<file path="src/sv/pbrs_pkg.sv">
// Package: constants and controller/datapath command and status types.
package pbrs_pkg;
  localparam int unsigned POSITIONS_DEF = 64;
  localparam int unsigned BYTE_VALUES   = 256;
  localparam int unsigned BYTE_W        = 8;
  localparam int unsigned POS_W         = 16;
  localparam int unsigned COUNT_W       = 32;
  localparam int unsigned DIST_W        = 9;
  localparam int unsigned SCORE_W       = 24;
  localparam int unsigned FRAC_W        = 16;
  localparam int unsigned QUOT_W        = 25;
  localparam int unsigned DIVSTEP_W     = 6;
  localparam logic [31:0] THRESH_RESET  = 32'd1024;
  localparam logic [COUNT_W-1:0] COUNT_MAX = '1;
  localparam logic [SCORE_W-1:0] SCORE_MAX = '1;

  typedef struct packed {
    logic clr_wr;     // write zero at sweep address
    logic clr_adv;    // advance sweep address
    logic capture;    // latch input item
    logic rd_item;    // issue reads for item
    logic update;     // read-modify-write, start divide setup
    logic div_step;   // one restoring division step
    logic finish;     // form score into output register
    logic halve_rd;   // read count at halving address
    logic halve_wr;   // write halved count, advance
  } pbrs_cmd_t;

  typedef struct packed {
    logic clr_last;
    logic pos_ok;
    logic do_halve;
    logic div_last;
    logic halve_last;
  } pbrs_sts_t;
endpackage

</file>
<file path="src/sv/pbrs_ctrl.sv">
// Controller: clear sweep, item sequencing, divide and halving steps.
module pbrs_ctrl (
  input  logic                clk,
  input  logic                rst,
  input  logic                in_valid,
  output logic                in_ready,
  output logic                out_valid,
  input  logic                out_ready,
  input  logic                clr_pos_last,
  output pbrs_pkg::pbrs_cmd_t cmd,
  input  pbrs_pkg::pbrs_sts_t sts
);
  typedef enum logic [2:0] {
    S_CLEAR, S_IDLE, S_READ, S_UPD, S_DIV, S_HRD, S_HWR
  } state_t;
  state_t state;
  logic busy_out;

  assign in_ready  = (state == S_IDLE) && !busy_out;
  assign out_valid = busy_out;

  always_comb begin
    cmd = '0;
    case (state)
      S_CLEAR: begin
        cmd.clr_wr = 1'b1;
        cmd.clr_adv = sts.clr_last;
      end
      S_IDLE:  cmd.capture = in_valid && in_ready;
      S_READ:  cmd.rd_item = 1'b1;
      S_UPD:   cmd.update = 1'b1;
      S_DIV:   cmd.div_step = 1'b1;
      S_HRD:   cmd.halve_rd = 1'b1;
      S_HWR:   cmd.halve_wr = 1'b1;
      default: cmd = '0;
    endcase
    if (state == S_DIV && sts.div_last) cmd.finish = 1'b1;
    if (state == S_READ && !sts.pos_ok) cmd.finish = 1'b1;
  end

  always_ff @(posedge clk) begin
    if (rst) begin
      state <= S_CLEAR;
      busy_out <= 1'b0;
    end else begin
      if (busy_out && out_ready) busy_out <= 1'b0;
      case (state)
        S_CLEAR: if (sts.clr_last && clr_pos_last) state <= S_IDLE;
        S_IDLE:  if (in_valid && in_ready) state <= S_READ;
        S_READ:  if (sts.pos_ok) state <= S_UPD;
                 else begin
                   state <= S_IDLE;
                   busy_out <= 1'b1;
                 end
        S_UPD:   state <= S_DIV;
        S_DIV:   if (sts.div_last) begin
                   busy_out <= 1'b1;
                   state <= sts.do_halve ? S_HRD : S_IDLE;
                 end
        S_HRD:   state <= S_HWR;
        S_HWR:   state <= sts.halve_last ? S_IDLE : S_HRD;
        default: state <= S_IDLE;
      endcase
    end
  end
endmodule
</file>
<file path="config.mk">
export PLATFORM = sky130hd
export DESIGN_NAME = pbrs_ctrl
export DESIGN_NICKNAME = d
export VERILOG_FILES = /design/src/sv/pbrs_pkg.sv /design/src/sv/pbrs_ctrl.sv
export SDC_FILE = /design/constraint.sdc
export NUM_CORES = 1
export LEC_CHECK = 0
export BUFFER_PORTS_ARGS = -buffer_cell sky130_fd_sc_hd__buf_4
export CORE_AREA = 2 2 39 41
export DETAILED_ROUTE_END_ITERATION = 7
export DIE_AREA = 0 0 41 43
export PLACE_DENSITY = 0.53
export SKIP_CTS_REPAIR_TIMING = 1
export SLEW_MARGIN = 20
export SYNTH_ARGS = -nofsm -noshare
export SYNTH_HDL_FRONTEND = slang
export SYNTH_SLANG_ARGS = --single-unit
</file>
<file path="constraint.sdc">
create_clock -name clk -period 1.7 [get_ports clk]
set_clock_uncertainty 0.05 [all_clocks]
set_input_delay 0.17 -clock clk [delete_from_list [all_inputs] [get_ports clk]]
set_output_delay 0.17 -clock clk [all_outputs]
set_load 0.005 [all_outputs]
</file>
## Yosys cells after proc, flatten, opt, wreduce, memory -nomap -nowiden

Cells that the tools add are included.

| word-level totals | value |
|---|---|
| register bits after elaboration | 4 |
| output and inout bits | 11 |
| logic and storage cells | 41 |

| operators by class | value |
|---|---|
| equal/unequal tests | 9 |
| mux-type cells | 20 |
| reduce and logical (&&, ||, !) cells | 10 |

Operator list:

| cell | number |
|---|---|
| $pmux W3 S7 | 1 |
| $mux W3 | 5 |
| $mux W1 | 11 |
| $eq A3 B3 Y1 const B | 3 |
| $eq A3 B2 Y1 const B | 2 |
| $logic_and A1 B1 Y1 | 6 |
| $mux W2 | 2 |
| $ne A2 B2 Y1 const B | 2 |
| $eq A3 B1 Y1 const B | 1 |
| $logic_not A3 Y1 | 1 |
| $reduce_and A3 Y1 | 1 |
| $logic_not A1 Y1 | 2 |
| $ne A2 B1 Y1 const B | 1 |
| $pmux W1 S2 | 1 |

## Depth between registers and ports, before layout

Gate-level depths: netlist (run 1).

| logic depth | value |
|---|---|
| depth after elaboration | 5 |
| gate-level depth with buffers | 4 |
| mapped depth without buffers | 3 |

## Worst setup path after synthesis (run 1)

No wires, ideal clock.

| timing | value |
|---|---|
| path type | register to register |
| start | reg state[0] |
| end | reg state[2] |
| library setup time | 0.091 ns |
| arrival | 1.003 ns |
| data required time | 1.559 ns |
| setup slack | 0.556 ns |
| stages on the path, launching flop included | 4 |
| period minus slack after synthesis | 1.144 ns |
| cell sequence | dfxtp_1 -> buf_6 -> or3b_1 -> a311oi_1 |

| on the way | value |
|---|---|
| longest elaborated chain between the ends | 5 |
| elaborated cells between the ends (all ways) | 14 |
| those cells by class | eq/ne: 9; mux: 1; reduce/logical: 4 |

RTL lines:

| item | line | source |
|---|---|---|
| from (decl) | pbrs_ctrl.sv:16 | `state_t state;` |
| from (signal assigned) | pbrs_ctrl.sv:58 | `state <= sts.do_halve ? S_HRD : S_IDLE;` |
| from (signal assigned) | pbrs_ctrl.sv:61 | `S_HWR: state <= sts.halve_last ? S_IDLE : S_HRD;` |
| $eq A3 B1 Y1 | pbrs_ctrl.sv:19, pbrs_ctrl.sv:47 |  |
| $logic_and A1 B1 Y1 | pbrs_ctrl.sv:19 | `assign in_ready = (state == S_IDLE) && !busy_out;` |
| $logic_and A1 B1 Y1 | pbrs_ctrl.sv:49 | `S_IDLE: if (in_valid && in_ready) state <= S_READ;` |
| $ne A2 B1 Y1 (no source line) | -- |  |
| $reduce_and A3 Y1 (no source line) | -- |  |

Parallel ways exist; a longest one is shown, timed or not.
A chain may end at the register's enable or synchronous reset.

==> impl_summary.log, run 1 <==
[metrics] status: completed
[metrics] number of global-route vias before repair: 276
[metrics] fraction of power consumed by combinational cells: 22.7%
[metrics] Fmax achieved: 635 MHz
[metrics] Worst setup SP type: flip-flop
[metrics] Worst Setup End Kind: primary output
[metrics] final clock period utilization by the worst path: 92.6%
[metrics] number of detailed-routing iterations run before antenna repair: 2
[metrics] clock sink count: 4
[metrics] share of the yosys chip area belonging to registers: 26.6%
[metrics] signal arrival time at the worst endpoint: 1350 ps
[metrics] total leakage power: 0.207 nW
[metrics] Critical Path Slowest Stage Cell: sky130_fd_sc_hd__dfxtp_1
[metrics] Cell Int Power: 0.000220 W
[metrics] post-route insts no fill: 74
[metrics] post-detailed-route via-to-cell ratio: 4.65
[metrics] all-layer global routing usage: 10.3%
[metrics] commonest non-fill, non-tap cell in the layout: sky130_fd_sc_hd__buf_4
[metrics] Post-Route Setup TNS: 0 ps
[metrics] mean routed wirelength per cell: 10.7 um
[metrics] Hold WS: 70.3 ps
[metrics] fraction of final layout cells with drive strength greater than 1: 46.6%
[metrics] RSZ-0062 raised after global routing: false
[metrics] required time reported for the critical path endpoint: 1480 ps
[metrics] Initial Utilization: 21.8%
[metrics] x dimension of the die: 41 um
[metrics] Slew @ Worst Pin: 453 ps
[metrics] filler instances: 159
[metrics] synthesized net count: 48
[metrics] synthesized instance count: 38
[metrics] clock tree from TritonCTS: built
[metrics] worst slew slack as a fraction of its limit: 69.7%
[metrics] clock transition at the register clock pins on the worst setup and hold paths after CTS: 40 ps
[metrics] final count of pins violating max slew: 0
[metrics] delay of the slowest cell on the worst path: 500 ps
[metrics] clock share of power: 40.1%
[metrics] total placed cells including tap cells: 71
[metrics] Iteration-0 DRC Markers: 4
[metrics] worst vdd ir: 0.410 mV
[metrics] FF+latch count, synth: 4
[metrics] largest net degree at the start of global routing: 18
[metrics] Core Rows: 14
[metrics] critical path fanouts, max: 11
[metrics] net switching power: 0.0000709 W
[metrics] port bufs: 20
[metrics] total standard cell area after synthesis: 302 um^2
[metrics] Total Routed Length: 791 um
[metrics] worst min-delay path class: in2reg
[metrics] total clock buffers created by CTS: 3
[metrics] initial antenna violation count: 0
[metrics] number of max-capacitance violations reported: 0
[metrics] per-instance average area after synthesis: 7.94 um^2
[metrics] fin nets: 70
[metrics] count of antenna-violating nets left after detailed routing: 0
[metrics] Final Hold Viols: 0
[metrics] vertical extent of the die: 43 um
[metrics] commonest cells after routing, fill and taps aside: 20 x sky130_fd_sc_hd__buf_4, 4 x sky130_fd_sc_hd__dfxtp_1, 3 x sky130_fd_sc_hd__nor3b_1, 3 x sky130_fd_sc_hd__nand2_1, 3 x sky130_fd_sc_hd__clkbuf_4
[metrics] top-level port count: 21
[metrics] min Tclk post-route: 1570 ps
[metrics] maximum buffer depth of the clock tree: 2
[metrics] Tot Pwr: 0.000291 W
[metrics] cell breakdown of the critical path: or2b_1 > nor3b_1 > buf_4
[metrics] setup violation total in the final timing report: 0
[metrics] vias post-DR: 344
[metrics] clk root buf: sky130_fd_sc_hd__clkbuf_4
[metrics] total congestion overflow: 0
[metrics] placed wire-length estimate: 605 um
[metrics] drc violations: 0
[metrics] class of the most critical setup path: reg2out
[metrics] core box area: 1380 um^2
[metrics] minimum setup slack in the final design: 126 ps
[metrics] total number of yosys warnings: 0
[metrics] Switching Share: 24.4%
[metrics] pwr dens: 614 nW/um^2
[metrics] H-tree depth: 1
[metrics] sequential share of power: 37.2%
[metrics] wire length of the first global-routing pass: 1200 um
[metrics] pre-CTS setup slack: 330 ps
[metrics] Synth-to-Final Area Change: 56.8%
[metrics] ant diodes: 0
[metrics] count of distinct cell types in the synthesized netlist: 24
[metrics] insertion delay to the later sink of the worst-skew pair: 230 ps
[metrics] final weighted congestion in routability-driven placement: 0.732
[metrics] full die area: 1760 um^2
## cells in the mapped netlist
cell	instances	area [um^2]
sky130_fd_sc_hd__buf_2	2	10.0
sky130_fd_sc_hd__buf_6	1	11.3
sky130_fd_sc_hd__nand2b_1	1	6.26
sky130_fd_sc_hd__o21bai_1	1	7.51
sky130_fd_sc_hd__o21ba_2	1	10.0
sky130_fd_sc_hd__and2_1	2	12.5
sky130_fd_sc_hd__nand2_1	3	11.3
sky130_fd_sc_hd__a31oi_1	1	6.26
sky130_fd_sc_hd__nor2_1	2	7.51
sky130_fd_sc_hd__and3_1	1	6.26
sky130_fd_sc_hd__or3b_1	1	8.76
sky130_fd_sc_hd__nor2b_1	2	12.5
sky130_fd_sc_hd__a21oi_1	2	10.0
sky130_fd_sc_hd__or2b_1	1	7.51
sky130_fd_sc_hd__a31o_2	2	17.5
sky130_fd_sc_hd__or3b_2	1	8.76
sky130_fd_sc_hd__nand3b_1	1	7.51
sky130_fd_sc_hd__or3_1	1	6.26
sky130_fd_sc_hd__dfxtp_1	4	80.1
sky130_fd_sc_hd__nor3b_1	3	22.5
sky130_fd_sc_hd__nor4b_1	1	8.76
sky130_fd_sc_hd__a311oi_1	1	8.76
sky130_fd_sc_hd__inv_1	1	3.75
sky130_fd_sc_hd__nor3_1	2	10.0
## registers in the layout, summed over array words and instances (netlist names)
signal     flops
state          3
out_valid      1
## area by class of cell
type	count	area, um^2	share of cell area [%]
Timing Repair Buffer	20	150	31.7
Multi-Input combinational cell	30	196	41.5
Clock buffer	3	22.5	4.76
Tap cell	16	20.0	4.23
Inverter	1	3.75	0.794
Sequential cell	4	80.1	16.9
## final timing paths
kind	depth (start not counted)	startpoint	to	slack (ps)
setup / recovery	3	state[0]	cmd[6]	130
hold reg to reg	2	state[1]	state[0]	550
hold / removal	2	rst	state[2]	70
setup reg to reg	2	state[2]	state[2]	310
## power by group through the flow
stage	Clock (W)	Sequential (W)	Combinational [W]
floorplan	0	0.000102	0.0000393
global placement	0	0.000109	0.0000663
detailed placement	0	0.000109	0.0000666
CTS	0.000126	0.000108	0.0000669
global route	0.000131	0.000110	0.0000754
finish	0.000116	0.000108	0.0000661
## metal layers
metal  routed length (um)  vias up  global-route usage (%)
met5                    0        -                       0
met2                  332       17                    11.3
met3                   94        0                    6.28
met4                    0        0                    4.00
li1                     -      175                       -
met1                  364      152                    15.8
## stage by stage
step / instance area [um^2] / util [%]
after floorplan: 302 / -
after global placement: 450 / 32.5
after detailed placement: 450 / 32.5
after CTS: 473 / 34.2
after global routing: 473 / 34.2
final: 473 / 34.2
## worst max-delay path: cells and delay by family, from the launching register on
family | cells | cell delay [ps]
buffers and inverters | 1 | 140
flip-flops | 1 | 500
AND/OR/NAND/NOR | 2 | 480
## logic make-up (layout without fill, tap and decap cells)
| logic type | after synthesis | in the layout | synth area share (%) |
|---|---|---|---|
| compound gates | 8 | 8 | 19.9 |
| simple gates | 22 | 22 | 45.2 |
| flops | 4 | 4 | 26.6 |
| buf+inv | 4 | 24 | 8.30 |
No activity file was read; power rests on OpenSTA's default activity.
==> run 2, diff against run 1 <==
- REMOVE_ABC_BUFFERS: unset -> 1
==> impl_summary.log, run 2 (same netlist as run 1, synthesis figures left out) <==
[metrics] total clock buffers created by CTS: 3
[metrics] count of antenna-violating nets left after detailed routing: 0
[metrics] commonest cells after routing, fill and taps aside: 20 x sky130_fd_sc_hd__buf_4, 4 x sky130_fd_sc_hd__dfxtp_1, 3 x sky130_fd_sc_hd__nor3b_1, 3 x sky130_fd_sc_hd__nand2_1, 3 x sky130_fd_sc_hd__clkbuf_4
[metrics] clock tree from TritonCTS: built
[metrics] clk root buf: sky130_fd_sc_hd__clkbuf_4
[metrics] Fmax achieved: 627 MHz
[metrics] full die area: 1760 um^2
[metrics] cell family with the largest share of critical-path delay: flip-flops
[metrics] area taken by flip-flops and latches: 80.1 um^2
[metrics] CP Capture Point: cmd[6]
[metrics] worst vdd ir: 0.303 mV
[metrics] Total Routed Length: 823 um
[metrics] clock transition at the register clock pins on the worst setup and hold paths after CTS: 40 ps
[metrics] x dimension of the die: 41 um
[metrics] core box area: 1380 um^2
[metrics] signal arrival time at the worst endpoint: 1370 ps
[metrics] class of the most critical setup path: reg2out
[metrics] number of global-route vias before repair: 309
[metrics] worst min-delay path class: in2reg
[metrics] net switching power: 0.0000742 W
[metrics] Critical Path Slowest Stage Cell: sky130_fd_sc_hd__dfxtp_1
[metrics] clock share of power: 40.6%
[metrics] Iteration-0 DRC Markers: 7
[metrics] number of max-capacitance violations reported: 0
[metrics] required time reported for the critical path endpoint: 1480 ps
[metrics] Setup crit start: state[0]
[metrics] status: completed
[metrics] number of detailed-routing iterations run before antenna repair: 4
[metrics] filler instances: 151
[metrics] clock sink count: 4
[metrics] critical path fanouts, max: 11
[metrics] Switching Share: 25.2%
[metrics] wire length of the first global-routing pass: 1300 um
[metrics] Critical R2R Capture: state[2]
[metrics] RSZ-0062 raised after global routing: false
[metrics] Worst Setup End Kind: primary output
[metrics] Synth-to-Final Area Change: 56.8%
[metrics] Worst setup SP type: flip-flop
[metrics] mean routed wirelength per cell: 11.1 um
[metrics] final count of pins violating max slew: 0
[metrics] insertion delay to the later sink of the worst-skew pair: 230 ps
[metrics] vertical extent of the die: 43 um
[metrics] launch point of the worst reg-to-reg path: state[2]
[metrics] final weighted congestion in routability-driven placement: 0.713
[metrics] H-tree depth: 1
[metrics] pwr dens: 622 nW/um^2
[metrics] fraction of power consumed by combinational cells: 22.5%
[metrics] fraction of final layout cells with drive strength greater than 1: 46.6%
[metrics] Bufs and invs on worst path: 1
[metrics] top-level port count: 21
[metrics] Cell Int Power: 0.000220 W
[metrics] worst slew slack as a fraction of its limit: 68.6%
[metrics] vias post-DR: 335
[metrics] total leakage power: 0.207 nW
[metrics] register-to-register path setup slack: 290 ps
[metrics] total congestion overflow: 0
[metrics] post-detailed-route via-to-cell ratio: 4.53
[metrics] Hold WS: 80.6 ps
[metrics] area occupied by multi-input gates: 196 um^2
[metrics] ant diodes: 0
[metrics] final clock period utilization by the worst path: 93.8%
[metrics] drc violations: 0
[metrics] delay of the slowest cell on the worst path: 520 ps
[metrics] initial antenna violation count: 0
[metrics] setup violation total in the final timing report: 0
[metrics] register with the most flip-flops: state
[metrics] min Tclk post-route: 1590 ps
[metrics] Slew @ Worst Pin: 471 ps
[metrics] Initial Utilization: 21.8%
[metrics] all-layer global routing usage: 10.8%
[metrics] number of flip-flops in the largest register: 3
[metrics] cell breakdown of the critical path: or2b_1 > nor3b_1 > buf_4
[metrics] largest net degree at the start of global routing: 18
[metrics] sequential share of power: 36.9%
[metrics] fin nets: 70
[metrics] Post-Route Setup TNS: 0 ps
[metrics] placed wire-length estimate: 590 um
[metrics] commonest non-fill, non-tap cell in the layout: sky130_fd_sc_hd__buf_4
[metrics] Worst Reg-to-Reg Cells: 2
[metrics] maximum buffer depth of the clock tree: 2
[metrics] stages on the worst setup path: 3
[metrics] Final Hold Viols: 0
[metrics] Core Rows: 14
[metrics] port bufs: 20
==> run 2: power groups by stage <==
stage / clock network, W / registers [W] / logic, W
floorplan: 0 / 0.000107 / 0.0000287
global placement: 0 / 0.000110 / 0.0000663
global route: 0.000129 / 0.000110 / 0.0000727
CTS: 0.000125 / 0.000108 / 0.0000668
detailed placement: 0 / 0.000110 / 0.0000664
finish: 0.000119 / 0.000109 / 0.0000662
==> run 2: worst min-delay path by stage <==
| stage | slack (ps) | start | endpoint | cells past startpoint |
|---|---|---|---|---|
| 6_report | 80 | rst | state[2] | 2 |
| 5_1_grt | 80 | rst | state[2] | 2 |
| 4_1_cts | 70 | rst | state[2] | 2 |
| 3_5_place_dp | 320 | rst | state[2] | 2 |
| 3_3_place_gp | 310 | rst | state[2] | 2 |
| 2_1_floorplan | 190 | rst | state[2] | 1 |
==> run 2: through the flow <==
step                power [W]  std cells  setup slack (ps)  cell area [um^2]  utilization (%)
global placement     0.000176         71               355               450             32.5
finish               0.000294         74               106               473             34.2
floorplan            0.000135         35               456               280                -
detailed placement   0.000176         71               302               450             32.5
CTS                  0.000301         74              92.3               473             34.2
global route         0.000312         74              7.90               473             34.2
==> run 2: layer usage <==
layer / track usage [%] / up-vias / part of all wire, %
met3: 4.71 / 0 / 9.4
li1: - / 177 / -
met2: 14.7 / 14 / 42
met1: 14.8 / 144 / 48
met4: 4.00 / 0 / 0
met5: 0 / - / 0
==> run 2: area by class of cell <==
cell class / instances / share of cell area (%)
clock buffer: 3 / 4.76
timing repair buffer: 20 / 31.7
sequential: 4 / 16.9
tap: 16 / 4.23
multi-input combinational: 30 / 41.5
inverter: 1 / 0.794
==> run 2: worst reg2reg max path: cells and delay by family (launching register included) <==
kind,cells,cell delay [ps]
DFF,1,600
and+or+nand+nor,1,390
AOI/OAI and AO/OA,1,280
